--- config.mk ---
export PLATFORM = sky130hd
export DESIGN_NAME = balance_velocity_drive_controller_top
export DESIGN_NICKNAME = d
export VERILOG_FILES = /design/src/hw/rtl/bvdc_pkg.sv /design/src/hw/rtl/balance_velocity_drive_controller_top.sv /design/src/hw/rtl/bvdc_cfg.sv /design/src/hw/rtl/bvdc_sequencer.sv /design/src/hw/rtl/bvdc_datapath.sv
export VERILOG_INCLUDE_DIRS = /design/src /design/src/hw/rtl
export SDC_FILE = /design/constraint.sdc
export NUM_CORES = 2
export LEC_CHECK = 0
export BUFFER_PORTS_ARGS = -buffer_cell sky130_fd_sc_hd__buf_2
export CAP_MARGIN = 20
export CORE_ASPECT_RATIO = 0.9
export CORE_MARGIN = 2
export CORE_UTILIZATION = 45
export CTS_BUF_LIST = sky130_fd_sc_hd__clkbuf_2
export CTS_CLUSTER_SIZE = 40
export DETAILED_ROUTE_END_ITERATION = 12
export SLEW_MARGIN = 0
export SYNTH_ARGS = -nofsm -noshare
export SYNTH_HDL_FRONTEND = slang
export SYNTH_SLANG_ARGS = --single-unit
--- constraint.sdc ---
create_clock -name clk -period 16.7 [get_ports clk]
set_clock_uncertainty 0.15 [all_clocks]
set_input_delay 3.34 -clock clk [delete_from_list [all_inputs] [get_ports clk]]
set_output_delay 3.34 -clock clk [all_outputs]
set_load 0.02 [all_outputs]
--- src/hw/rtl/balance_velocity_drive_controller_top_macros.svh ---
// Assertion macros shared by the controller modules.
`ifndef BALANCE_VELOCITY_DRIVE_CONTROLLER_TOP_MACROS_SVH
`define BALANCE_VELOCITY_DRIVE_CONTROLLER_TOP_MACROS_SVH

// Same-cycle implication.
`define BVDC_ASSERT_IMPL(label, clk, rst, ante, cons) \
  label: assert property (@(posedge clk) disable iff (rst) (ante) |-> (cons)) \
    else $error("property violated");

// Next-cycle implication.
`define BVDC_ASSERT_NEXT(label, clk, rst, ante, cons) \
  label: assert property (@(posedge clk) disable iff (rst) (ante) |=> (cons)) \
    else $error("property violated");

`endif

--- src/hw/rtl/bvdc_pkg.sv ---
package bvdc_pkg;

  localparam int ANGLE_W   = 17;
  localparam int GYRO_W    = 16;
  localparam int COUNT_W   = 16;
  localparam int GAIN_W    = 24;
  localparam int ILIM_W    = 20;
  localparam int DLIM_W    = 15;
  localparam int DRIVE_W   = 16;
  localparam int DIFF_W    = ANGLE_W + 1;
  localparam int SPD_W     = COUNT_W + 1;
  localparam int FILT_W    = 26;
  localparam int INTEG_W   = 32;
  localparam int ISUM_W    = INTEG_W + 1;
  localparam int FRAC_B    = 8;
  localparam int ILIM256_W = ILIM_W + FRAC_B + 1;
  localparam int VSUM_W    = 28;
  localparam int NMAG_W    = VSUM_W - 1;
  localparam int MUL_A_W   = 32;
  localparam int MUL_B_W   = 29;
  localparam int PROD_W    = MUL_A_W + MUL_B_W;
  localparam int ACC_W     = 54;
  localparam int FRAC_W    = 16;
  localparam int TERM_W    = ACC_W - FRAC_W;
  localparam int TOTAL_W   = TERM_W + 1;
  localparam int CFG_IDX_W = 3;
  localparam int CFG_DATA_W = GAIN_W;
  localparam int PC_W      = 4;

  // floor(2^30 / 5); quotient off by at most one for magnitudes below 2^27
  localparam int RECIP5_SHIFT = 30;
  localparam int RECIP5_W     = 28;
  localparam logic [RECIP5_W-1:0] RECIP5 = RECIP5_W'(214748364);
  localparam int QUOT_W       = 25;
  localparam logic [NMAG_W-1:0] DIV5 = NMAG_W'(5);

  localparam logic signed [ANGLE_W-1:0] MIDDLE_RST = ANGLE_W'(0);
  localparam logic signed [GAIN_W-1:0]  KP_RST     = GAIN_W'(122880);
  localparam logic signed [GAIN_W-1:0]  KD_RST     = GAIN_W'(768);
  localparam logic signed [GAIN_W-1:0]  VKP_RST    = GAIN_W'(-76800);
  localparam logic signed [GAIN_W-1:0]  VKI_RST    = GAIN_W'(-256);
  localparam logic [ILIM_W-1:0]         ILIM_RST   = ILIM_W'(12000);
  localparam logic [DLIM_W-1:0]         DLIM_RST   = DLIM_W'(7200);

  typedef enum logic [CFG_IDX_W-1:0] {
    REG_MIDDLE_ANGLE   = 3'd0,
    REG_BALANCE_GAIN_P = 3'd1,
    REG_BALANCE_GAIN_D = 3'd2,
    REG_SPEED_GAIN_P   = 3'd3,
    REG_SPEED_GAIN_I   = 3'd4,
    REG_INTEGRAL_LIMIT = 3'd5,
    REG_DRIVE_LIMIT    = 3'd6
  } reg_idx_t;

  typedef struct packed {
    logic signed [ANGLE_W-1:0] middle;
    logic signed [GAIN_W-1:0]  kp;
    logic signed [GAIN_W-1:0]  kd;
    logic signed [GAIN_W-1:0]  vkp;
    logic signed [GAIN_W-1:0]  vki;
    logic [ILIM_W-1:0]         ilim;
    logic [DLIM_W-1:0]         dlim;
  } cfg_t;

  typedef enum logic [2:0] {
    MUL_NONE    = 3'd0,
    MUL_KP_DIFF = 3'd1,
    MUL_KD_GYRO = 3'd2,
    MUL_N_RECIP = 3'd3,
    MUL_F_VKP   = 3'd4,
    MUL_I_VKI   = 3'd5
  } mul_sel_t;

  typedef enum logic [1:0] {
    ACC_HOLD     = 2'd0,
    ACC_LOAD     = 2'd1,
    ACC_ADD      = 2'd2,
    ACC_ADD_SHL8 = 2'd3
  } acc_op_t;

  typedef enum logic [1:0] {
    COND_NONE      = 2'd0,
    COND_WAIT_ITEM = 2'd1,
    COND_WAIT_OUT  = 2'd2
  } cond_t;

  typedef struct packed {
    mul_sel_t mul;
    acc_op_t  acc;
    logic     cap;
    logic     n_ld;
    logic     bal_ld;
    logic     q_ld;
    logic     f_ld;
    logic     i_ld;
    logic     vel_ld;
    logic     out_ld;
  } ctl_t;

  typedef struct packed {
    cond_t cond;
    logic  ret;
    ctl_t  ctl;
  } uword_t;

  typedef struct packed {
    logic item;
    logic out_busy;
  } stat_t;

  localparam logic [PC_W-1:0] STEP_CAPTURE = PC_W'(0);
  localparam logic [PC_W-1:0] STEP_DIFF    = PC_W'(1);
  localparam logic [PC_W-1:0] STEP_GYRO    = PC_W'(2);
  localparam logic [PC_W-1:0] STEP_RECIP   = PC_W'(3);
  localparam logic [PC_W-1:0] STEP_BAL     = PC_W'(4);
  localparam logic [PC_W-1:0] STEP_FILT    = PC_W'(5);
  localparam logic [PC_W-1:0] STEP_INTEG   = PC_W'(6);
  localparam logic [PC_W-1:0] STEP_VKI     = PC_W'(7);
  localparam logic [PC_W-1:0] STEP_VACC    = PC_W'(8);
  localparam logic [PC_W-1:0] STEP_VEL     = PC_W'(9);
  localparam logic [PC_W-1:0] STEP_OUT     = PC_W'(10);

  function automatic uword_t ucode(input logic [PC_W-1:0] pc);
    uword_t w;
    w = '0;
    case (pc)
      STEP_CAPTURE: begin
        w.cond    = COND_WAIT_ITEM;
        w.ctl.cap = 1'b1;
      end
      STEP_DIFF: begin
        w.ctl.mul  = MUL_KP_DIFF;
        w.ctl.n_ld = 1'b1;
      end
      STEP_GYRO: begin
        w.ctl.mul = MUL_KD_GYRO;
        w.ctl.acc = ACC_LOAD;
      end
      STEP_RECIP: begin
        w.ctl.mul = MUL_N_RECIP;
        w.ctl.acc = ACC_ADD_SHL8;
      end
      STEP_BAL: begin
        w.ctl.bal_ld = 1'b1;
        w.ctl.q_ld   = 1'b1;
      end
      STEP_FILT: begin
        w.ctl.f_ld = 1'b1;
      end
      STEP_INTEG: begin
        w.ctl.i_ld = 1'b1;
        w.ctl.mul  = MUL_F_VKP;
      end
      STEP_VKI: begin
        w.ctl.mul = MUL_I_VKI;
        w.ctl.acc = ACC_LOAD;
      end
      STEP_VACC: begin
        w.ctl.acc = ACC_ADD;
      end
      STEP_VEL: begin
        w.ctl.vel_ld = 1'b1;
      end
      STEP_OUT: begin
        w.cond       = COND_WAIT_OUT;
        w.ctl.out_ld = 1'b1;
        w.ret        = 1'b1;
      end
      default: begin
        w.ret = 1'b1;
      end
    endcase
    return w;
  endfunction

  // divide by 2^16, rounding toward zero
  function automatic logic signed [TERM_W-1:0] trunc_frac(input logic signed [ACC_W-1:0] a);
    logic signed [TERM_W-1:0] t;
    t = TERM_W'(a >>> FRAC_W);
    if (a[ACC_W-1] && (a[FRAC_W-1:0] != '0)) begin
      t = t + TERM_W'(1);
    end
    return t;
  endfunction

endpackage

--- src/hw/rtl/balance_velocity_drive_controller_top.sv ---
// Balance and velocity drive controller for a two-wheel balancing platform.
// Input channel (in_valid / in_stall): one transfer per control tick carrying
// roll_angle, gyro_rate, wheel_count_left and wheel_count_right.
// Output channel (out_valid / out_stall): one transfer per input carrying the
// drive value for both motors and the saturated flag.
// Configuration channel (cfg_valid / cfg_ready, cfg_index, cfg_data): write
// the gains and limits while no item is in flight; cfg_ready is always high.
// The microcode program steps one shared 32 x 29 multiplier through the four
// products and the reciprocal divide of the speed filter; a new item is taken
// only after the result of the previous item is loaded into the output
// register.
// in_stall is low only while the sequencer waits on its first step.
// A stalled result holds in the output register while the next item is
// taken; the last step waits there until that register frees up.
// Reset restores the default gains and limits and clears the speed filter,
// the speed integral and the output valid flag.
module balance_velocity_drive_controller_top (
  input  logic                                clk,
  input  logic                                rst,
  input  logic                                in_valid,
  output logic                                in_stall,
  input  logic signed [bvdc_pkg::ANGLE_W-1:0] roll_angle,
  input  logic signed [bvdc_pkg::GYRO_W-1:0]  gyro_rate,
  input  logic signed [bvdc_pkg::COUNT_W-1:0] wheel_count_left,
  input  logic signed [bvdc_pkg::COUNT_W-1:0] wheel_count_right,
  output logic                                out_valid,
  input  logic                                out_stall,
  output logic signed [bvdc_pkg::DRIVE_W-1:0] drive,
  output logic                                saturated,
  input  logic                                cfg_valid,
  output logic                                cfg_ready,
  input  logic [bvdc_pkg::CFG_IDX_W-1:0]      cfg_index,
  input  logic [bvdc_pkg::CFG_DATA_W-1:0]     cfg_data
);
  import bvdc_pkg::*;

  cfg_t  cfg;
  ctl_t  ctl;
  stat_t stat;
  logic  idle;
  logic  out_busy;

  assign stat.item     = in_valid;
  assign stat.out_busy = out_busy;
  assign in_stall      = !idle;

  bvdc_cfg u_cfg (
    .clk       (clk),
    .rst       (rst),
    .cfg_valid (cfg_valid),
    .cfg_ready (cfg_ready),
    .cfg_index (cfg_index),
    .cfg_data  (cfg_data),
    .cfg       (cfg)
  );

  bvdc_sequencer u_seq (
    .clk  (clk),
    .rst  (rst),
    .stat (stat),
    .ctl  (ctl),
    .idle (idle)
  );

  bvdc_datapath u_dp (
    .clk               (clk),
    .rst               (rst),
    .ctl               (ctl),
    .cfg               (cfg),
    .roll_angle        (roll_angle),
    .gyro_rate         (gyro_rate),
    .wheel_count_left  (wheel_count_left),
    .wheel_count_right (wheel_count_right),
    .out_stall         (out_stall),
    .out_valid         (out_valid),
    .drive             (drive),
    .saturated         (saturated),
    .out_busy          (out_busy)
  );

endmodule

--- src/hw/rtl/bvdc_cfg.sv ---
module bvdc_cfg (
  input  logic                           clk,
  input  logic                           rst,
  input  logic                           cfg_valid,
  output logic                           cfg_ready,
  input  logic [bvdc_pkg::CFG_IDX_W-1:0]  cfg_index,
  input  logic [bvdc_pkg::CFG_DATA_W-1:0] cfg_data,
  output bvdc_pkg::cfg_t                 cfg
);
  import bvdc_pkg::*;

  assign cfg_ready = 1'b1;

  always_ff @(posedge clk) begin
    if (rst) begin
      cfg.middle <= MIDDLE_RST;
      cfg.kp     <= KP_RST;
      cfg.kd     <= KD_RST;
      cfg.vkp    <= VKP_RST;
      cfg.vki    <= VKI_RST;
      cfg.ilim   <= ILIM_RST;
      cfg.dlim   <= DLIM_RST;
    end else if (cfg_valid && cfg_ready) begin
      case (cfg_index)
        REG_MIDDLE_ANGLE:   cfg.middle <= cfg_data[ANGLE_W-1:0];
        REG_BALANCE_GAIN_P: cfg.kp     <= cfg_data[GAIN_W-1:0];
        REG_BALANCE_GAIN_D: cfg.kd     <= cfg_data[GAIN_W-1:0];
        REG_SPEED_GAIN_P:   cfg.vkp    <= cfg_data[GAIN_W-1:0];
        REG_SPEED_GAIN_I:   cfg.vki    <= cfg_data[GAIN_W-1:0];
        REG_INTEGRAL_LIMIT: cfg.ilim   <= cfg_data[ILIM_W-1:0];
        REG_DRIVE_LIMIT:    cfg.dlim   <= cfg_data[DLIM_W-1:0];
        default: begin
        end
      endcase
    end
  end

endmodule

--- src/hw/rtl/bvdc_sequencer.sv ---
`include "balance_velocity_drive_controller_top_macros.svh"

module bvdc_sequencer (
  input  logic            clk,
  input  logic            rst,
  input  bvdc_pkg::stat_t stat,
  output bvdc_pkg::ctl_t  ctl,
  output logic            idle
);
  import bvdc_pkg::*;

  logic [PC_W-1:0] pc;
  logic [PC_W-1:0] pc_next;
  uword_t          w;
  logic            go;

  always_comb begin
    w  = ucode(pc);
    go = !(((w.cond == COND_WAIT_ITEM) && !stat.item) ||
           ((w.cond == COND_WAIT_OUT) && stat.out_busy));
    if (!go) begin
      pc_next = pc;
    end else if (w.ret) begin
      pc_next = STEP_CAPTURE;
    end else begin
      pc_next = pc + PC_W'(1);
    end
    if (go) begin
      ctl = w.ctl;
    end else begin
      ctl = '0;
    end
  end

  assign idle = (pc == STEP_CAPTURE);

  always_ff @(posedge clk) begin
    if (rst) begin
      pc <= STEP_CAPTURE;
    end else begin
      pc <= pc_next;
    end
  end

  `BVDC_ASSERT_IMPL(a_out_ld_free, clk, rst, ctl.out_ld, !stat.out_busy)
  `BVDC_ASSERT_NEXT(a_cap_busy, clk, rst, ctl.cap, !idle)
  `BVDC_ASSERT_NEXT(a_out_ld_return, clk, rst, ctl.out_ld, idle)

endmodule

--- src/hw/rtl/bvdc_datapath.sv ---
`include "balance_velocity_drive_controller_top_macros.svh"

module bvdc_datapath (
  input  logic                                clk,
  input  logic                                rst,
  input  bvdc_pkg::ctl_t                      ctl,
  input  bvdc_pkg::cfg_t                      cfg,
  input  logic signed [bvdc_pkg::ANGLE_W-1:0] roll_angle,
  input  logic signed [bvdc_pkg::GYRO_W-1:0]  gyro_rate,
  input  logic signed [bvdc_pkg::COUNT_W-1:0] wheel_count_left,
  input  logic signed [bvdc_pkg::COUNT_W-1:0] wheel_count_right,
  input  logic                                out_stall,
  output logic                                out_valid,
  output logic signed [bvdc_pkg::DRIVE_W-1:0] drive,
  output logic                                saturated,
  output logic                                out_busy
);
  import bvdc_pkg::*;

  logic signed [ANGLE_W-1:0]   angle_q;
  logic signed [GYRO_W-1:0]    gyro_q;
  logic signed [COUNT_W-1:0]   left_q;
  logic signed [COUNT_W-1:0]   right_q;
  logic [NMAG_W-1:0]           n;
  logic                        nsign;
  logic signed [PROD_W-1:0]    prod;
  logic signed [ACC_W-1:0]     acc;
  logic [QUOT_W-1:0]           q;
  logic signed [TERM_W-1:0]    bal;
  logic signed [TERM_W-1:0]    vel;
  logic signed [FILT_W-1:0]    filt;
  logic signed [INTEG_W-1:0]   integ;

  logic signed [DIFF_W-1:0]    diff;
  logic signed [SPD_W-1:0]     spd;
  logic signed [VSUM_W-1:0]    vsum;
  logic [NMAG_W-1:0]           n_next;
  logic signed [MUL_A_W-1:0]   mul_a;
  logic signed [MUL_B_W-1:0]   mul_b;
  logic [NMAG_W-1:0]           rem;
  logic [QUOT_W-1:0]           q1;
  logic signed [FILT_W-1:0]    filt_next;
  logic signed [ILIM256_W-1:0] ilim256;
  logic signed [ISUM_W-1:0]    isum;
  logic signed [INTEG_W-1:0]   integ_next;
  logic signed [TOTAL_W-1:0]   total;
  logic signed [TOTAL_W-1:0]   dlim_s;
  logic signed [DRIVE_W-1:0]   drive_next;
  logic                        saturated_next;

  always_comb begin
    diff   = DIFF_W'(angle_q) - DIFF_W'(cfg.middle);
    spd    = SPD_W'(left_q) + SPD_W'(right_q);
    vsum   = (VSUM_W'(filt) <<< 2) + (VSUM_W'(spd) <<< FRAC_B);
    n_next = NMAG_W'(vsum[VSUM_W-1] ? -vsum : vsum);

    case (ctl.mul)
      MUL_KP_DIFF: begin
        mul_a = MUL_A_W'(cfg.kp);
        mul_b = MUL_B_W'(diff);
      end
      MUL_KD_GYRO: begin
        mul_a = MUL_A_W'(cfg.kd);
        mul_b = MUL_B_W'(gyro_q);
      end
      MUL_N_RECIP: begin
        mul_a = MUL_A_W'({1'b0, n});
        mul_b = MUL_B_W'({1'b0, RECIP5});
      end
      MUL_F_VKP: begin
        mul_a = MUL_A_W'(filt);
        mul_b = MUL_B_W'(cfg.vkp);
      end
      MUL_I_VKI: begin
        mul_a = MUL_A_W'(integ);
        mul_b = MUL_B_W'(cfg.vki);
      end
      default: begin
        mul_a = '0;
        mul_b = '0;
      end
    endcase

    rem       = n - (NMAG_W'(q) << 2) - NMAG_W'(q);
    q1        = q + QUOT_W'(rem >= DIV5);
    filt_next = nsign ? -FILT_W'(q1) : FILT_W'(q1);

    ilim256 = $signed({1'b0, cfg.ilim, FRAC_B'(0)});
    isum    = ISUM_W'(integ) + ISUM_W'(filt);
    if (isum > ISUM_W'(ilim256)) begin
      integ_next = INTEG_W'(ilim256);
    end else if (isum < -ISUM_W'(ilim256)) begin
      integ_next = -INTEG_W'(ilim256);
    end else begin
      integ_next = INTEG_W'(isum);
    end

    total  = TOTAL_W'(bal) + TOTAL_W'(vel);
    dlim_s = TOTAL_W'($signed({1'b0, cfg.dlim}));
    if (total > dlim_s) begin
      drive_next     = DRIVE_W'(dlim_s);
      saturated_next = 1'b1;
    end else if (total < -dlim_s) begin
      drive_next     = DRIVE_W'(-dlim_s);
      saturated_next = 1'b1;
    end else begin
      drive_next     = DRIVE_W'(total);
      saturated_next = 1'b0;
    end
  end

  assign out_busy = out_valid && out_stall;

  always_ff @(posedge clk) begin
    if (ctl.cap) begin
      angle_q <= roll_angle;
      gyro_q  <= gyro_rate;
      left_q  <= wheel_count_left;
      right_q <= wheel_count_right;
    end
    if (ctl.n_ld) begin
      n     <= n_next;
      nsign <= vsum[VSUM_W-1];
    end
    prod <= mul_a * mul_b;
    case (ctl.acc)
      ACC_LOAD:     acc <= ACC_W'(prod);
      ACC_ADD:      acc <= acc + ACC_W'(prod);
      ACC_ADD_SHL8: acc <= acc + (ACC_W'(prod) <<< FRAC_B);
      default:      acc <= acc;
    endcase
    if (ctl.q_ld) begin
      q <= prod[RECIP5_SHIFT +: QUOT_W];
    end
    if (ctl.bal_ld) begin
      bal <= trunc_frac(acc);
    end
    if (ctl.vel_ld) begin
      vel <= trunc_frac(acc);
    end
    if (ctl.out_ld) begin
      drive     <= drive_next;
      saturated <= saturated_next;
    end
  end

  always_ff @(posedge clk) begin
    if (rst) begin
      filt      <= '0;
      integ     <= '0;
      out_valid <= 1'b0;
    end else begin
      if (ctl.f_ld) begin
        filt <= filt_next;
      end
      if (ctl.i_ld) begin
        integ <= integ_next;
      end
      if (ctl.out_ld) begin
        out_valid <= 1'b1;
      end else if (!out_stall) begin
        out_valid <= 1'b0;
      end
    end
  end

  `BVDC_ASSERT_IMPL(a_rem_bound, clk, rst, ctl.f_ld, rem < (DIV5 << 1))
  `BVDC_ASSERT_NEXT(a_integ_clamp, clk, rst, ctl.i_ld, (integ <= INTEG_W'($past(ilim256))) && (integ >= -INTEG_W'($past(ilim256))))
  `BVDC_ASSERT_IMPL(a_valid_from_load, clk, rst, $rose(out_valid), $past(ctl.out_ld))

endmodule
# Word level (Yosys, flattened, before mapping)
# Cells that the tools add are included.
# totals
regBits	531
inputBits	97
elab_cells	120
# classes
add_sub_neg	17
multipliers	1
magnitude_cmp	5
n_eq_ne	27
muxes	25
reduce_logical	20
# ops
operator	count
54-bit one-hot mux with 3 select lines	1
32-bit one-hot mux with 5 select lines	1
29-bit one-hot mux with 5 select lines	1
54-bit adder	2
32-bit two-way mux	2
32-bit by 29-bit multiplier with 55-bit output	1
38-bit by 38-bit adder with 39-bit output	1
39-bit by 16-bit greater-than comparator with 1-bit output	1
39-bit less-than comparator	1
15-bit negator with 39-bit output	1
38-bit by 2-bit adder with 38-bit output (second input constant)	1
38-bit two-way mux	1
32-bit by 26-bit adder with 33-bit output	1
33-bit by 29-bit greater-than comparator with 1-bit output	1
33-bit less-than comparator	1
28-bit negator with 33-bit output	1
28-bit negator with 32-bit output	1
28-bit by 25-bit adder with 28-bit output	1
27-bit by 3-bit greater-or-equal comparator with 1-bit output (second input constant)	1
27-bit two-way mux	1
27-bit negator	1
27-bit by 25-bit subtractor with 27-bit output	1
27-bit subtractor	1
26-bit two-way mux	1
34 further kinds	69

# Logic depth before layout (Yosys ltp)
# depth
word_depth	9
depth_mapped	44
mapped_depth_nobuf	44

# Cells and area by module
# Synthesis repeated with hierarchy kept, for this count alone.
# hier_totals
cells_unflattened	7613
hier_area_um2	69181.4
# modules_own_cells
mod	n_inst	cells_each	area_each_um2	seq_area_each_um2
bvdc_datapath	1	7017	62911.6	10179.8
bvdc_cfg	1	542	5815.6	2962.8
bvdc_sequencer	1	53	450.4	80.1
balance_velocity_drive_controller_top	1	1	3.8	0.0

# Worst setup path before layout
# Ideal clock, no wire load.
# synth_timing
path_type	input to register
from	in in_valid
to	reg u_dp.prod[54]
setup_time_ns	0.072
arrival_ns	14.801
path_slack_ns	1.677
cell_stages	35
path_buffers	1
path_cell_list	nor2b_1 -> nor4_1 -> nand2_1 -> nor4_1 -> o211ai_1 -> o211ai_1 -> a211o_1 -> clkbuf_1 -> nand2_1 -> fa_1 -> inv_1 -> fa_1 -> inv_1 -> fa_1 -> inv_1 -> fa_1 -> fa_1 -> fa_1 -> fa_1 -> inv_1 -> fa_1 -> inv_1 -> ha_1 -> o21a_1 -> nor2_1 -> nor2_1 -> a221oi_1 -> o21a_1 -> a32oi_1 -> a31oi_1 -> nor2b_1 -> a31oi_1 -> nor3_1 -> a2111oi_1 -> xnor2_1
# synth_via
elab_chain_cells	7
# synth_rtl
element	line	source
from (decl)	balance_velocity_drive_controller_top.sv:20	input logic in_valid,
1-bit logical NOT (*)	bvdc_sequencer.sv:19	go = !(((w.cond == COND_WAIT_ITEM) && !stat.item) ||
1-bit logical AND (*)	bvdc_sequencer.sv:19	
1-bit logical OR (*)	bvdc_sequencer.sv:19	
13-bit two-way mux (*)	bvdc_sequencer.sv:28	if (go) begin
3-bit == test (tied with other cells)	bvdc_datapath.sv:57	case (ctl.mul)
32-bit one-hot mux with 5 select lines or 29-bit one-hot mux with 5 select lines (tied branches)	bvdc_datapath.sv:57	
32-bit by 29-bit multiplier with 55-bit output (*)	bvdc_datapath.sv:125	prod <= mul_a * mul_b;
to (signal assigned)	bvdc_datapath.sv:125	
to (decl)	bvdc_datapath.sv:26	logic signed [PROD_W-1:0] prod;
# Every way passes the cells marked *; elsewhere a longest branch is shown, timed or not.
# A chain may end at the register's enable or synchronous reset.

# Worst setup path after layout
# layout_timing
from	in in_valid
to	reg u_dp.prod[53]
# Same word-level chain as after synthesis.

==> results <==
- The run finished with clean final reports.
- On the worst path, the slowest cell contributes a delay of 0.84 ns.
- After layout, the minimum clock period comes to 13.00 ns.
- The quantity of hold-fixing buffers added after cts is 0.
- The floorplan step defined a die boundary enclosing 0.154 sq mm.
- The cell at the root of the clock tree is sky130_fd_sc_hd__clkbuf_2.
- In this run the cell area measured after placement is 0.0709 sq mm.
- The maximum clock insertion buffer count is 3.
- The number of global-route vias before repair is 56172.
- Dividing the final minimum period by the clock period gives 77.8%.
- The mean area per synthesized cell is 8.83 sq um.
- After synthesis, flip-flops and latches occupy 19.5% of the total area.
- Ranked by instance count, the synthesized netlist is headed by sky130_fd_sc_hd__inv_1 (1212), sky130_fd_sc_hd__nand2_1 (1110), sky130_fd_sc_hd__fa_1 (936).
- Clock tree synthesis inserted a total of 147 buffers.
- Dividing the detail-routed via count by the number of cells gives 5.68.
- For the worst setup path, the data arrival time is 14.24 ns.
- Once the floorplan was initialized, standard cells occupied 45.2% of the core.
- The number of antenna violations at the first check in global routing is 11.
- For this run, design rule violations remaining after detail routing come to 0.
- The maximum VDD drop is 274 uV.
- The most common cell in the synthesized netlist is sky130_fd_sc_hd__inv_1.
- Row generation in the floorplan step produced 135 rows.
- The cell type contributing the most total cell area after synthesis is sky130_fd_sc_hd__fa_1.
- The average routed wire per standard cell is 22.7 um.
- Clock latency on the worst-skew pair, taken at its later pin, is 1.59 ns.
- The congestion estimate from routability-driven global placement came to 0.965.
- Across all layers, the routed design uses 56141 vias.
- After routing the design area is 0.0725 sq mm.
- The area of the core region is 0.150 sq mm.
- The max-cap violation count is 0.
- 117 I/O pins were placed.
- After synthesis the cells add up to 0.0677 sq mm.
- After clock tree synthesis, the clock-pin slew on the worst setup and hold paths is 0.09 ns.
- Of all nets on the critical path, the largest fanout is 27.
- The number of routed nets with antenna violations is 0.
- Of all flip-flops after synthesis, the portion carrying an async set or reset was 0%.
- The static power due to leakage is 33.8 nW.
- The remaining max-slew budget at the tightest pin is 10.9%.
- The die extent in x is 413 um.
- Timing would allow up to 76.9 MHz.
- The first-pass iteration count of the detailed router is 8.
- The count of cells resized by post-cts repair is 0.
- The final core utilization is 48.3%.
- The clock tree synthesis step divided the H-tree into 4 levels.
- In this run, distinct cell masters in the synthesized netlist total 90.
- The start-to-end type of the worst setup path is in -> reg.
- The data required time of the critical path is 17.94 ns.
- In the post-synthesis netlist, the biggest area contributors are sky130_fd_sc_hd__fa_1 (28%), sky130_fd_sc_hd__edfxtp_1 (12%), sky130_fd_sc_hd__ha_1 (9.8%).
- Entering global routing, the biggest net connects 100 pins.
- The number of setup buffers added after CTS is 0.
- After the first detailed-routing iteration, the DRC count stood at 4995.
- The placed wire-length estimate is 178 mm.
- Among all flip-flop cells after synthesis, the most frequent one is sky130_fd_sc_hd__dfxtp_1.
- The global-route wire length before repair is 345 mm.
- Wires add up to 225 mm.
- The number of clock sinks is 529.
- The sum of negative setup slack is 0 ns.
- The number of synthesis warnings is 0.
- Setup repair after global routing left no endpoint under its margin.
- The final-report max-slew violation count is 0.
- The critical path contains buffers and inverters numbering 8 combined.
- Counting flops with a built-in enable in the synthesized netlist gives 263.
- The cell that appears most often on the critical path is sky130_fd_sc_hd__fa_1.
- The tightest min-delay check is of the reg -> reg type.
- The aggregate global routing overflow is 0.
- The top-area cell type share of the netlist area is 27.7%.
- Dividing total power by cell area gives a power density of 167 mW/mm^2.
- Synthesis handed over a netlist of 7675 instances.
- STA classifies the critical path startpoint as a primary input.
- The number of buffers added on ports is 115.
- Grouping stages by cell kind, the critical path spends the most delay in adder cells.
- The vertical die dimension is 372 um.
- The clock tree from TritonCTS is done.
- For the pin with the worst max-slew slack, the measured transition is 1.34 ns.
- The area growth from synthesis to layout is 6.98%.
- Counting every net in the synthesized netlist gives 9240.
- The layout net count is 9325.
- The number of hold-slack violations in the final timing report is 0.
- The number of endpoints failing setup at the final stage is 0.
- For this run, the total global-route usage over all layers was measured as 29.6%.
- Cells with a size suffix above 1 make up 7.32% of the layout.
- The critical path capture point type is a flop.
- The number of synthesized register bits is 529.
- Among all stages on the critical path, the largest delay is contributed by sky130_fd_sc_hd__a211o_1.
==> power breakdown <==
part,switching (mW),internal (mW)
clock network,0.647,0.446
registers,0.316,1.70
logic,5.82,3.17
==> cell type report <==
cell class | instances | area (sq um)
fill | 14585 | 77500
multi-input combinational | 5648 | 49200
sequential | 529 | 13200
inverter | 1213 | 4550
tap | 1986 | 2480
timing repair buffer | 221 | 1440
clock buffer | 213 | 1070
clock inverter | 58 | 435
antenna | 9 | 22.5
==> per-layer routing <==
metal	share of wire, %	track usage [%]	wire length, um
met5	0.023	0	51
met2	43	43.7	95700
met1	43	40.7	95900
met3	10	7.94	22800
met4	4.5	13.1	10100
==> worst reg2reg max path, delay by kind of cell (launching register included) <==
family,cells,cell delay (ns)
fa+ha+maj,10,4.57
buf+inv,8,0.91
flops,1,0.41
xor+xnor,1,0.12
compound gates,10,3.30
simple gates,9,2.35
==> registers in the layout (all words and copies together) (netlist names), 4 cells and up <==
register and cells:
u_cfg.cfg 148, u_dp.acc 54, u_dp.angle_q 17, u_dp.bal 38
u_dp.drive 16, u_dp.filt 26, u_dp.gyro_q 16, u_dp.integ 32
u_dp.left_q 16, u_dp.n 25, u_dp.prod 55, u_dp.q 25
u_dp.right_q 16, u_dp.vel 38, u_seq.pc 4
==> metrics by stage <==
step / instances / setup slack (ns) / power, mW / hold slack [ns]
2_1_floorplan: 7675 / 1.68 / 8.00 / 0.236
3_3_place_gp: 9586 / 2.54 / 10.7 / 0.289
5_1_grt: 9874 / 3.22 / 13.2 / 0.323
4_1_cts: 9863 / 4.03 / 12.0 / 0.308
6_report: 9877 / 3.70 / 12.1 / 0.308
3_5_place_dp: 9592 / 2.34 / 10.8 / 0.295
==> placed cells by master (no fill, tap or decap), drive strengths merged, types with 42 or more instances in the layout <==
master	n
dfxtp	266
nand3b	48
edfxtp	263
and2	42
fa	936
and3	49
buf	219
nor2b	69
a21oi	416
nand2b	81
nand3	104
a211oi	45
clkbuf	214
ha	532
a21o	130
xnor2	284
a221oi	43
a31oi	47
o21ai	257
inv	1216
nor3	88
clkinv	45
nand4	48
nand2	1110
xor2	121
o21a	56
nor2	587
==> worst paths after layout <==
| path | startpoint | endpoint | slack [ns] | cells past startpoint |
|---|---|---|---|---|
| max | in_valid | u_dp.prod[53] | 3.70 | 37 |
| min | u_cfg.cfg[37] | u_cfg.cfg[37] | 0.31 | 2 |
| max reg2reg | u_seq.pc[0] | u_dp.prod[53] | 4.73 | 38 |
| min reg2reg | u_cfg.cfg[37] | u_cfg.cfg[37] | 0.31 | 2 |
==> cell families (layout without fill, tap and decap cells) <==
group,count (synthesis),in the layout,synth area share [%]
AND/OR/NAND/NOR,2342,2342,15.2
buffers and inverters,1498,1705,8.34
adder cells (fa/ha/maj),1468,1468,37.5
AO/OA/AOI/OAI,1391,1391,13.6
flip-flops,529,529,19.5
XOR/XNOR,405,405,5.24
multiplexers,41,41,0.624
other,1,10,0.00554
Power figures use the tool's default switching activity.
